$ cat src/hw/rtl/lcg48_pkg.sv
// Shared constants for the 48-bit linear congruential generator.
// Used by lcg48_random_generator_top and its port checker; no dependencies.
package lcg48_pkg;

    localparam int SEED_W      = 48;
    localparam int MULT_BITS   = 35;
    localparam int S_TDATA_W   = 88;
    localparam int S_TUSER_W   = 2;
    localparam int M_TDATA_W   = 64;

    localparam logic [SEED_W-1:0]    LCG_MULT = 48'h0005_DEEC_E66D;
    localparam logic [SEED_W-1:0]    LCG_INC  = 48'h0000_0000_000B;

    typedef enum logic [S_TUSER_W-1:0] {
        CMD_RESEED  = 2'd0,
        CMD_NEXT    = 2'd1,
        CMD_BOUNDED = 2'd2,
        CMD_LONG    = 2'd3
    } cmd_t;

endpackage

$ cat src/hw/rtl/lcg48_random_generator_top.sv
// Reseed and a bound of zero or less go straight to the done state; next and bounded draws
// advance the seed once, long twice; next then shifts the top bits down, a bounded draw with a
// bound of 2^k shifts, else it divides and advances again for each rejected try.
// A seed advance is a bit-serial multiply over the 35 multiplier bits; the modulo
// is a restoring divider, one quotient bit per cycle, followed by a reject check.
// One request at a time: s_tready is high only when idle, after the result is registered;
// reset (aresetn low at a clock edge) sets the seed to 0x5DEECE66D and empties the output.
module lcg48_random_generator_top (
    input  logic                              aclk,
    input  logic                              aresetn,
    input  logic                              s_tvalid,
    output logic                              s_tready,
    // seed_in [47:0], bits [53:48], bound [85:54], zero fill [87:86]
    input  logic [lcg48_pkg::S_TDATA_W-1:0]   s_tdata,
    // cmd [1:0]
    input  logic [lcg48_pkg::S_TUSER_W-1:0]   s_tuser,
    output logic                              m_tvalid,
    input  logic                              m_tready,
    // value [63:0]
    output logic [lcg48_pkg::M_TDATA_W-1:0]   m_tdata
);
    import lcg48_pkg::*;

    typedef enum logic [6:0] {
        ST_IDLE = 7'b0000001,
        ST_MUL  = 7'b0000010,
        ST_DRAW = 7'b0000100,
        ST_NEXT = 7'b0001000,
        ST_POW2 = 7'b0010000,
        ST_DIV  = 7'b0100000,
        ST_DONE = 7'b1000000
    } state_t;

    state_t                  state_reg, state_next;
    logic [5:0]              cnt_reg, cnt_next;
    logic [SEED_W-1:0]       seed_reg, seed_next;
    logic [SEED_W-1:0]       acc_reg, acc_next;
    logic [SEED_W-1:0]       seed_sh_reg, seed_sh_next;
    logic [MULT_BITS-1:0]    mult_sh_reg, mult_sh_next;
    cmd_t                    cmd_reg, cmd_next;
    logic [5:0]              nbits_reg, nbits_next;
    logic [31:0]             bound_reg, bound_next;
    logic                    first_reg, first_next;
    logic [31:0]             hi_reg, hi_next;
    logic [31:0]             work_reg, work_next;
    logic [30:0]             r_reg, r_next;
    logic [30:0]             rem_reg, rem_next;
    logic [M_TDATA_W-1:0]    res_reg, res_next;
    logic                    m_tvalid_reg, m_tvalid_next;
    logic [M_TDATA_W-1:0]    m_tdata_reg, m_tdata_next;

    logic [SEED_W-1:0]       acc_sum;
    logic [31:0]             rem_sh;
    logic [31:0]             bound_pos;
    logic                    rem_ge;
    logic [31:0]             reject_sum;
    logic [5:0]              nbits_sat;
    logic                    bound_pow2;
    logic [31:0]             in_bound;

    assign in_bound   = s_tdata[85:54];
    assign acc_sum    = acc_reg + (mult_sh_reg[0] ? seed_sh_reg : '0);
    assign bound_pos  = {1'b0, bound_reg[30:0]};
    assign rem_sh     = {rem_reg, work_reg[30]};
    assign rem_ge     = rem_sh >= bound_pos;
    // The draw is rejected when r - v + bound - 1 wraps negative in 32 bits.
    assign reject_sum = {1'b0, r_reg} - {1'b0, rem_reg} + bound_reg - 32'd1;
    assign nbits_sat  = (nbits_reg > 6'd32) ? 6'd32 : nbits_reg;
    assign bound_pow2 = (bound_reg & (32'd0 - bound_reg)) == bound_reg;

    always_comb begin
        state_next    = state_reg;
        cnt_next      = cnt_reg;
        seed_next     = seed_reg;
        acc_next      = acc_reg;
        seed_sh_next  = seed_sh_reg;
        mult_sh_next  = mult_sh_reg;
        cmd_next      = cmd_reg;
        nbits_next    = nbits_reg;
        bound_next    = bound_reg;
        first_next    = first_reg;
        hi_next       = hi_reg;
        work_next     = work_reg;
        r_next        = r_reg;
        rem_next      = rem_reg;
        res_next      = res_reg;
        m_tvalid_next = m_tvalid_reg && !m_tready;
        m_tdata_next  = m_tdata_reg;

        unique case (state_reg)
            ST_IDLE: begin
                if (s_tvalid) begin
                    cmd_next     = cmd_t'(s_tuser);
                    nbits_next   = s_tdata[53:48];
                    bound_next   = in_bound;
                    first_next   = 1'b1;
                    acc_next     = LCG_INC;
                    seed_sh_next = seed_reg;
                    mult_sh_next = LCG_MULT[MULT_BITS-1:0];
                    cnt_next     = 6'(MULT_BITS - 1);
                    res_next     = '0;
                    unique case (cmd_t'(s_tuser))
                        CMD_RESEED: begin
                            seed_next  = s_tdata[SEED_W-1:0] ^ LCG_MULT;
                            state_next = ST_DONE;
                        end
                        CMD_BOUNDED: begin
                            // A bound of zero or less returns 0 and leaves the seed.
                            if (in_bound[31] || in_bound == 32'd0) begin
                                state_next = ST_DONE;
                            end else begin
                                state_next = ST_MUL;
                            end
                        end
                        default: begin
                            state_next = ST_MUL;
                        end
                    endcase
                end
            end
            ST_MUL: begin
                acc_next     = acc_sum;
                seed_sh_next = {seed_sh_reg[SEED_W-2:0], 1'b0};
                mult_sh_next = {1'b0, mult_sh_reg[MULT_BITS-1:1]};
                if (cnt_reg == 6'd0) begin
                    seed_next  = acc_sum;
                    state_next = ST_DRAW;
                end else begin
                    cnt_next = cnt_reg - 6'd1;
                end
            end
            ST_DRAW: begin
                acc_next     = LCG_INC;
                seed_sh_next = seed_reg;
                mult_sh_next = LCG_MULT[MULT_BITS-1:0];
                cnt_next     = 6'(MULT_BITS - 1);
                unique case (cmd_reg)
                    CMD_NEXT: begin
                        if (nbits_reg == 6'd0) begin
                            res_next   = '0;
                            state_next = ST_DONE;
                        end else begin
                            work_next  = seed_reg[47:16];
                            cnt_next   = 6'd32 - nbits_sat;
                            state_next = ST_NEXT;
                        end
                    end
                    CMD_LONG: begin
                        if (first_reg) begin
                            hi_next    = seed_reg[47:16];
                            first_next = 1'b0;
                            state_next = ST_MUL;
                        end else begin
                            // The low half is unsigned, so no carry reaches the high half.
                            res_next   = {hi_reg, seed_reg[47:16]};
                            state_next = ST_DONE;
                        end
                    end
                    CMD_BOUNDED: begin
                        r_next    = seed_reg[47:17];
                        work_next = {1'b0, seed_reg[47:17]};
                        if (bound_pow2) begin
                            state_next = ST_POW2;
                        end else begin
                            rem_next   = '0;
                            cnt_next   = 6'd30;
                            state_next = ST_DIV;
                        end
                    end
                    default: begin
                        state_next = ST_DONE;
                    end
                endcase
            end
            ST_NEXT: begin
                if (cnt_reg == 6'd0) begin
                    res_next   = {{32{work_reg[31]}}, work_reg};
                    state_next = ST_DONE;
                end else begin
                    work_next = {1'b0, work_reg[31:1]};
                    cnt_next  = cnt_reg - 6'd1;
                end
            end
            ST_POW2: begin
                // (bound * r) >> 31 for bound = 2^k: shift r right until the bound reaches bit 31.
                if (bound_reg[31]) begin
                    res_next   = {32'd0, work_reg};
                    state_next = ST_DONE;
                end else begin
                    work_next  = {1'b0, work_reg[31:1]};
                    bound_next = {bound_reg[30:0], 1'b0};
                end
            end
            ST_DIV: begin
                work_next = {work_reg[30:0], 1'b0};
                rem_next  = rem_ge ? 31'(rem_sh - bound_pos) : rem_sh[30:0];
                if (cnt_reg == 6'd0) begin
                    state_next = ST_DONE;
                end else begin
                    cnt_next = cnt_reg - 6'd1;
                end
                if (cnt_reg == 6'd0) begin
                    // The remainder is checked for rejection on the next cycle.
                    state_next = ST_DIV;
                    cnt_next   = 6'd63;
                end
                if (cnt_reg == 6'd63) begin
                    work_next = work_reg;
                    rem_next  = rem_reg;
                    if (reject_sum[31]) begin
                        state_next = ST_MUL;
                        cnt_next   = 6'(MULT_BITS - 1);
                    end else begin
                        res_next   = {33'd0, rem_reg};
                        state_next = ST_DONE;
                    end
                end
            end
            ST_DONE: begin
                if (!m_tvalid_reg || m_tready) begin
                    m_tvalid_next = 1'b1;
                    m_tdata_next  = res_reg;
                    state_next    = ST_IDLE;
                end
            end
            default: begin
                state_next = ST_IDLE;
            end
        endcase
    end

    always_ff @(posedge aclk) begin
        if (!aresetn) begin
            state_reg    <= ST_IDLE;
            seed_reg     <= LCG_MULT;
            m_tvalid_reg <= 1'b0;
        end else begin
            state_reg    <= state_next;
            seed_reg     <= seed_next;
            m_tvalid_reg <= m_tvalid_next;
        end
    end

    always_ff @(posedge aclk) begin
        cnt_reg     <= cnt_next;
        acc_reg     <= acc_next;
        seed_sh_reg <= seed_sh_next;
        mult_sh_reg <= mult_sh_next;
        cmd_reg     <= cmd_next;
        nbits_reg   <= nbits_next;
        bound_reg   <= bound_next;
        first_reg   <= first_next;
        hi_reg      <= hi_next;
        work_reg    <= work_next;
        r_reg       <= r_next;
        rem_reg     <= rem_next;
        res_reg     <= res_next;
        m_tdata_reg <= m_tdata_next;
    end

    assign s_tready = (state_reg == ST_IDLE);
    assign m_tvalid = m_tvalid_reg;
    assign m_tdata  = m_tdata_reg;

endmodule

$ cat config.mk
export PLATFORM = sky130hd
export DESIGN_NAME = lcg48_random_generator_top
export DESIGN_NICKNAME = d
export VERILOG_FILES = /design/src/hw/rtl/lcg48_pkg.sv /design/src/hw/rtl/lcg48_random_generator_top.sv
export SDC_FILE = /design/constraint.sdc
export NUM_CORES = 1
export LEC_CHECK = 0
export BUFFER_PORTS_ARGS = -buffer_cell sky130_fd_sc_hd__buf_4
export CORE_MARGIN = 8
export CORE_UTILIZATION = 62
export CTS_CLUSTER_DIAMETER = 120
export CTS_CLUSTER_SIZE = 20
export DETAILED_ROUTE_END_ITERATION = 10
export PLACE_DENSITY = 0.9
export SLEW_MARGIN = 20
export SYNTH_ARGS = -nofsm -noshare
export SYNTH_HDL_FRONTEND = slang
export SYNTH_SLANG_ARGS = --single-unit
$ cat constraint.sdc
create_clock -name aclk -period 12.6 [get_ports aclk]
set_clock_uncertainty 0.15 [all_clocks]
set_input_delay 2.52 -clock aclk [delete_from_list [all_inputs] [get_ports aclk]]
set_output_delay 2.52 -clock aclk [all_outputs]
set_load 0.05 [all_outputs]
# --- Word-level counts from Yosys, hierarchy flattened ---
# Index checks and enable logic that the tools add are counted.
word_totals:
  regBits: 488
  in_bits: 94
  out_inout_bits: 66
  elab_cells: 160
op_classes:
  addsub: 8
  order_cmp: 2
  n_eq_ne: 34
  n_mux: 64
  n_bitwise: 2
  reduce_logical: 32
op_table:
  columns: ["cell", "count"]
  rows:
  - ["2-to-1 mux 64 bit", 7]
  - ["case mux 64 bit (5 select lines)", 1]
  - ["2-to-1 mux 48 bit", 6]
  - ["case mux 48 bit (3 select lines)", 2]
  - ["2-to-1 mux 32 bit", 6]
  - ["case mux 32 bit (2 select lines)", 2]
  - ["case mux 32 bit (4 select lines)", 1]
  - ["case mux 64 bit (2 select lines)", 1]
  - ["2-to-1 mux 31 bit", 4]
  - ["case mux 35 bit (3 select lines)", 1]
  - ["case mux 48 bit (2 select lines)", 1]
  - ["2-to-1 mux 7 bit", 11]
  - ["case mux 31 bit (2 select lines)", 1]
  - ["2-to-1 mux 6 bit", 9]
  - ["case mux 7 bit (7 select lines)", 1]
  - ["adder 48 bit", 1]
  - ["2-to-1 mux 35 bit", 1]
  - ["adder 32 bit", 1]
  - ["bitwise AND 32 bit", 1]
  - ["== test 32 bit", 1]
  - [">= comparator 32 x 31 -> 1 bit", 1]
  - ["zero test 32 bit", 1]
  - ["subtractor 1 x 32 -> 32 bit, first input constant", 1]
  - ["subtractor 31 x 31 -> 32 bit", 1]
  - ["other kinds (42)", 79]

# --- Longest topological paths before layout ---
# Gate-level depths: netlist of run 1.
depth:
  depth_word: 6
  ltp_mapped: 15
  mapped_depth_nobuf: 13

# --- Worst setup path after synthesis of run 1 ---
# OpenSTA, ideal clock, no wires.
synth_path:
  kind: "in2reg"
  from: "input s_tvalid"
  to: "register acc_reg[0], enable pin"
  setup_ps: 665
  t_arrival_ps: 8927
  required_ps: 11785
  setup_slack_ps: 2858
  path_stages: 2
  n_path_buf: 0
  path_cell_list: "nor2_1 -> a21oi_1"
synth_via:
  elab_chain_cells: 2
synth_lines:
  columns: ["element", "line", "source"]
  rows:
  - ["from (decl)", "lcg48_random_generator_top.sv:11", "input logic s_tvalid,"]
  - ["inequality test 2 bit (no line)", null, null]
  - ["AND reduction 2 bit (no line)", null, null]
  - ["to (signal assigned)", "lcg48_random_generator_top.sv:246", "acc_reg <= acc_next;"]
  - ["to (decl)", "lcg48_random_generator_top.sv:37", "logic [SEED_W-1:0] acc_reg, acc_next;"]
# Every way passes these cells.
# A chain may end at the register's enable or synchronous reset.

# --- Worst setup path after layout of run 1 ---
layout_path:
  from: "register state_reg[6]"
  to: "register seed_reg[26]"
layout_via:
  elab_chain_cells: 3
  word_cells_on_any_way: 8
  cone_classes: "eq/ne: 5; mux: 1; reduce/logical: 2"
layout_lines:
  columns: ["element", "line", "source"]
  rows:
  - ["from (decl)", "lcg48_random_generator_top.sv:34", "state_t state_reg, state_next;"]
  - ["from (signal assigned)", "lcg48_random_generator_top.sv:238", "state_reg <= state_next;"]
  - ["== test 7 x 1 -> 1 bit / == test 7 x 2 -> 1 bit (equally long branches)", "lcg48_random_generator_top.sv:90", "unique case (state_reg)"]
  - ["inequality test 2 x 1 -> 1 bit (no line), or another cell as far along", null, null]
  - ["AND reduction 4 bit (no line)", null, null]
  - ["to (signal assigned)", "lcg48_random_generator_top.sv:239", "seed_reg <= seed_next;"]
  - ["to (decl)", "lcg48_random_generator_top.sv:36", "logic [SEED_W-1:0] seed_reg, seed_next;"]
# Parallel ways exist; a longest one is shown, timed or not.

==> results of run 1 <==
[cell families after synthesis]
logic type,Yosys count,share of synthesized area (%)
AO/OA/AOI/OAI,598,15.3
XOR/XNOR,57,1.90
adder cells (fa/ha/maj),149,7.98
buffers and inverters,284,4.07
flip-flops,488,53.5
multiplexers,41,1.58
AND/OR/NAND/NOR,855,15.7
[stage by stage]
stage / hold slack (ns) / cells
after floorplan: 0.250 / 2472
after global placement: 0.252 / 3067
after detailed placement: 0.255 / 3067
after CTS: 0.273 / 3119
after global routing: 0.276 / 3119
final: 0.271 / 3120
[worst paths after layout]
path | from | endpoint | slack, ns
worst max register to register | state_reg[6] | seed_reg[26] | 7.11
worst max-delay path | state_reg[6] | seed_reg[26] | 7.11
worst min register to register | res_reg[52] | m_tdata[52] | 0.27
worst min-delay path | res_reg[52] | m_tdata[52] | 0.27
[where the power goes]
group          leakage [nW]  internal [mW]  switching [mW]
clock network         0.390          0.437           0.518
registers              4.39           2.31           0.218
logic                  6.69          0.870            1.54
[critical path, stage by stage, from the launching register on]
cell	delay, ns
dfxtp_1	0.34
or3_1	0.40
or3_1	0.37
nor3b_4	0.19
buf_4	0.58
clkinv_2	0.82
nor2_1	1.00
nor2_1	0.19
nor2_4	0.12
buf_4	0.55
o21ai_0	0.18
o21ba_2	0.27
o21ai_0	0.08
[metal layers]
layer | wire [um] | vias to the layer above
met4 | 2680 | 0
met1 | 26900 | 9553
li1 | - | 9212
met5 | 0 | -
met2 | 31200 | 1151
met3 | 6930 | 167
[placed cells by master (no fill, tap or decap), types with 11 or more instances in the layout]
cell type and instances:
mux2i_1 37, and3_1 15, ha_1 115, o21ai_0 120, o21bai_1 16, nand3_1 38, a31oi_1 14, o21a_1 14
nor3_1 42, nand4_1 23, edfxtp_1 432, clkbuf_16 29, nand2b_1 36, dfxtp_1 56, nor3b_1 12, clkbuf_1 22
nand2_1 397, and2_1 74, a222oi_1 28, o211ai_1 21, xor2_1 19, a211oi_1 19, a21oi_1 144, buf_4 178
a22oi_1 37, nor2b_1 16, nand3b_1 11, inv_1 161, or3_1 24, a21o_1 48, fa_1 32, xnor2_1 38
nor4_1 16, nor2_1 111, o31ai_1 38
[layout make-up]
type	instances	area, um^2	share of cell area (%)
antenna	1	2.50	0.00869
clock inverter	1	16.3	0.0565
sequential	488	14100	48.9
multi-input combinational	1700	11300	39.1
clock buffer	51	808	2.81
timing repair buffer	178	1340	4.64
tap	539	674	2.34
inverter	162	609	2.12
==> impl_metrics.py, run 1 <==
metrics = {
    "timing": {
        "finalHoldViolations": 0,
        "worst_slack_ns": 7.11,
        "period_share_pct": 43.6,
        "slew-limit-headroom_pct": 23.7,
        "setup_viol_count_final": 0,
        "period_minus_slack_ns": 5.49,
        "fmax_mhz": 182,
        "grt_setup_unrepaired": "no",
        "tns_ns": 0,
        "drv_slew": 0,
        "worst_pin_slew_ns": 1.14,
    },
    "critical_path": {
        "crit_arrival_ns": 5.76,
        "crit_fanout": 73,
        "worstSetupEndpointType": "flip-flop",
        "worstSetupPathType": "reg2reg",
        "critPathLaunchType": "flip-flop",
        "required_ns": 12.87,
        "r2r_cells": 12,
    },
    "grt": {
        "grt_pass1_vias": 19800,
        "antenna_found_initial": 2,
        "grtUsageTotal_pct": 26.5,
        "gr-max-usage-layer": "met2",
        "grt_remaining_overflow": 0,
        "grt_pass1_wl_mm": 106,
        "grt_max_degree": 74,
        "met2_usage_pct": 42.6,
        "use_met1_pct": 36.0,
        "met3_usage_pct": 4.72,
    },
    "min_path": {
        "whs_path_depth": 0,
        "hold_path.class": "reg2reg",
    },
    "layout": {
        "nets": 2800,
        "stdcell_area_mm2": 0.0288,
        "areaGrowthSynthToFinish_pct": 9.35,
        "fin_util_pct": 68.7,
        "nFillCells": 3050,
        "drive_above_1_share_pct": 10.1,
    },
    "synthesis": {
        "synth.area.top_cells": "edfxtp_1 (49%), nand2_1 (5.7%), ha_1 (5.5%)",
        "synth-edff-count": 432,
        "syn_avg_cell_area_um2": 10.7,
        "syn-num-nets": 2714,
        "netlist_area_mm2": 0.0263,
        "synth_top_area_share_pct": 49.2,
        "ys_seq_area_share_pct": 53.5,
        "synth_commonest_cells": "edfxtp_1 (432), nand2_1 (399), inv_1 (161), a21oi_1 (145), o21ai_0 (122)",
        "syn-instance-count": 2472,
        "netlist-cell-type-count": 86,
        "ys_seq_elements": 488,
        "synthFlopType": "edfxtp_1",
        "synth_warnings": 0,
        "yosysTopAreaCell": "edfxtp_1",
        "async_flop_share_pct": 0,
        "yosysMostFrequentCell": "edfxtp_1",
    },
    "place": {
        "gp_congestion": 0.937,
        "dpl-instance-area_mm2": 0.0280,
        "port_buffers": 157,
        "pre_cts_ws_ns": 7.25,
        "dpl.hpwl_mm": 48.3,
    },
    "clock_tree": {
        "clock_sinks": 488,
        "post_cts_buffers": 0,
        "clock_latency_ns": 0.59,
        "cts_buffer_depth": 3,
        "cts_buffers": 28,
        "hold_buffers": 0,
        "clk_pin_slew_worst_paths_ns": 0.09,
        "cts_tree": "built",
        "root_buffer": "clkbuf_16",
        "cts_resized": 0,
        "h-tree-depth": 1,
    },
    "drt": {
        "wl_mm": 67.7,
        "viasPerCell": 6.44,
        "drt_iter0_drc": 2530,
        "drc": 0,
        "vias": 20100,
        "route.detailed.wl_per_inst_um": 21.7,
        "firstDrtPassIters": 7,
        "drtAntennaViolNets": 0,
    },
    "power": {
        "powerDensity_mw_per_mm2": 205,
        "peakVddDrop_mv": 0.186,
        "power_mw": 5.89,
        "leakagePower_nw": 11.5,
    },
    "floorplanning": {
        "start_util_pct": 62.8,
        "ios": 160,
        "die_area_mm2": 0.0493,
        "die_w_um": 222,
        "core_mm2": 0.0419,
        "die_h_um": 222,
        "rows": 75,
    },
    "flow_run": {
        "drv_cap": 0,
    },
    "outcome": {
        "status": "finished, final reports clean",
    },
}
Power figures use the tool's default switching activity.
==> run 2, diff against run 1 <==
--- a/config.mk
+++ b/config.mk
@@ -7,11 +7,11 @@
 export LEC_CHECK = 0
 export BUFFER_PORTS_ARGS = -buffer_cell sky130_fd_sc_hd__buf_4
 export CORE_MARGIN = 8
-export CORE_UTILIZATION = 62
+export CORE_UTILIZATION = 56
 export CTS_CLUSTER_DIAMETER = 120
 export CTS_CLUSTER_SIZE = 20
 export DETAILED_ROUTE_END_ITERATION = 10
-export PLACE_DENSITY = 0.9
+export PLACE_DENSITY = 0.86
 export SLEW_MARGIN = 20
 export SYNTH_ARGS = -nofsm -noshare
 export SYNTH_HDL_FRONTEND = slang
==> constraint.sdc (replaced) <==
create_clock -name aclk -period 4.4 [get_ports aclk]
set_clock_uncertainty 0.15 [all_clocks]
set_input_delay 0.88 -clock aclk [delete_from_list [all_inputs] [get_ports aclk]]
set_output_delay 0.88 -clock aclk [all_outputs]
set_load 0.05 [all_outputs]
==> run 2 against run 1 <==
  * Largest cell class unchanged
  * Global-route usage decreased by 1.2 points
  * Via count increased by 0.86%
  * Flip-flop and latch count is the same
  * Critical endpoint is now acc_reg[47]
==> impl_metrics.py, run 2 (synthesis gave the netlist of run 1 again) <==
metrics = {
    "outcome": {
        "status": "finished, final reports clean",
    },
    "drt": {
        "firstDrtPassIters": 10,
        "drt_iter0_drc": 2465,
        "vias": 20300,
        "drtAntennaViolNets": 0,
        "drc": 0,
        "viasPerCell": 6.29,
        "wl_mm": 70.3,
        "route.detailed.wl_per_inst_um": 21.8,
    },
    "grt": {
        "grt_pass1_wl_mm": 110,
        "grt_max_degree": 141,
        "grtUsageTotal_pct": 25.4,
        "grt_remaining_overflow": 0,
        "antenna_found_initial": 0,
        "grt_pass1_vias": 19900,
    },
    "layout": {
        "n_antenna_cell": 0,
        "stdcell_count": 3220,
        "areaGrowthSynthToFinish_pct": 11.0,
        "drive_above_1_share_pct": 11.4,
        "final_cell_mix": "edfxtp_1 (432), nand2_1 (397), buf_4 (205)",
        "stdcell_area_mm2": 0.0292,
        "nets": 2833,
        "layout.cells.most_common": "edfxtp_1",
    },
    "place": {
        "port_buffers": 157,
        "dpl.hpwl_mm": 51.3,
        "gp_congestion": 0.953,
        "dp_cells": 3168,
        "dpl-instance-area_mm2": 0.0284,
        "pre_cts_ws_ns": 0.204,
    },
    "timing": {
        "worst_slack_ns": 0.228,
        "worst_pin_slew_ns": 0.992,
        "drv_slew": 0,
        "period_share_pct": 94.8,
        "setup_viol_count_final": 0,
        "slew-limit-headroom_pct": 33.8,
        "period_minus_slack_ns": 4.17,
        "tns_ns": 0,
        "grt_setup_unrepaired": "no",
        "finalHoldViolations": 0,
        "fmax_mhz": 240,
    },
    "power": {
        "powerDensity_mw_per_mm2": 589,
        "peakVddDrop_mv": 0.413,
        "leakagePower_nw": 11.7,
    },
    "floorplanning": {
        "start_util_pct": 56.7,
        "die_area_mm2": 0.0542,
        "die_w_um": 233,
        "die_h_um": 233,
        "rows": 79,
        "core_mm2": 0.0465,
        "ios": 160,
    },
    "clock_tree": {
        "cts_buffers": 28,
        "clk_pin_slew_worst_paths_ns": 0.10,
        "hold_buffers": 0,
        "root_buffer": "clkbuf_16",
        "h-tree-depth": 1,
        "cts_buffer_depth": 3,
        "clock_sinks": 488,
        "clock_latency_ns": 0.62,
        "cts_tree": "built",
    },
    "critical_path": {
        "r2r_slack_ns": 0.23,
        "required_ns": 4.62,
        "worstSetupPathType": "reg2reg",
        "worstSetupEndpointType": "flip-flop",
        "crit_fanout": 13,
        "crit_arrival_ns": 4.40,
        "critPathLaunchType": "flip-flop",
    },
    "min_path": {
        "hold_path.class": "reg2reg",
    },
    "flow_run": {
        "drv_cap": 0,
    },
}
run 2: final timing paths:
check	endpoint	from	depth (start not counted)
worst max-delay path	acc_reg[47]	mult_sh_reg[0]	11
worst min-delay path	m_tdata[39]	res_reg[39]	0
worst max register to register	acc_reg[47]	mult_sh_reg[0]	11
worst min register to register	m_tdata[39]	res_reg[39]	0
run 2: cell type report:
class,instances,area [um^2]
clock buffers,50,783
clock inverters,2,46.3
fillers,3655,17200
inverters,162,609
multi-input cells,1700,11300
flip-flops and latches,488,14100
well taps,607,759
repair buffers,211,1660
run 2: critical path: stages (launching register included):
cell,delay [ns]
edfxtp_1,0.56
buf_4,0.25
and2_1,0.14
ha_1,0.33
a21oi_1,0.32
o21ai_0,0.16
a221o_1,0.38
o21ba_2,0.26
o311a_1,0.46
o31a_1,0.34
or3b_1,0.39
and3_1,0.18
run 2: routing by layer:
layer	global-route usage, %	routed length, um
met1	33.8	28100
met2	42.3	33500
met3	4.27	6900
met4	7.51	1870
met5	0	0
run 2: report_power, final:
part           leakage, nW  internal (mW)  switching [mW]
Sequential            4.39           6.60           0.642
Clock                0.389           1.22            1.55
Combinational         6.88           2.74            4.47
Total                 11.7           10.6            6.66
run 2: stage by stage:
step / hold WS (ns) / power, mW / utilization [%]
6_report: 0.273 / 17.2 / 62.9
5_1_grt: 0.275 / 18.2 / 62.9
4_1_cts: 0.273 / 17.1 / 62.9
3_5_place_dp: 0.255 / 14.4 / 61.1
3_3_place_gp: 0.255 / 14.1 / 61.1
2_1_floorplan: 0.250 / 12.3 / -
run 2: what timing repair did:
action | CTS | global route
setup endpoints to repair | 0 | 2
hold endpoints to repair | 0 | 0
gates resized for setup | 0 | 1
buffers inserted | 0 | 0
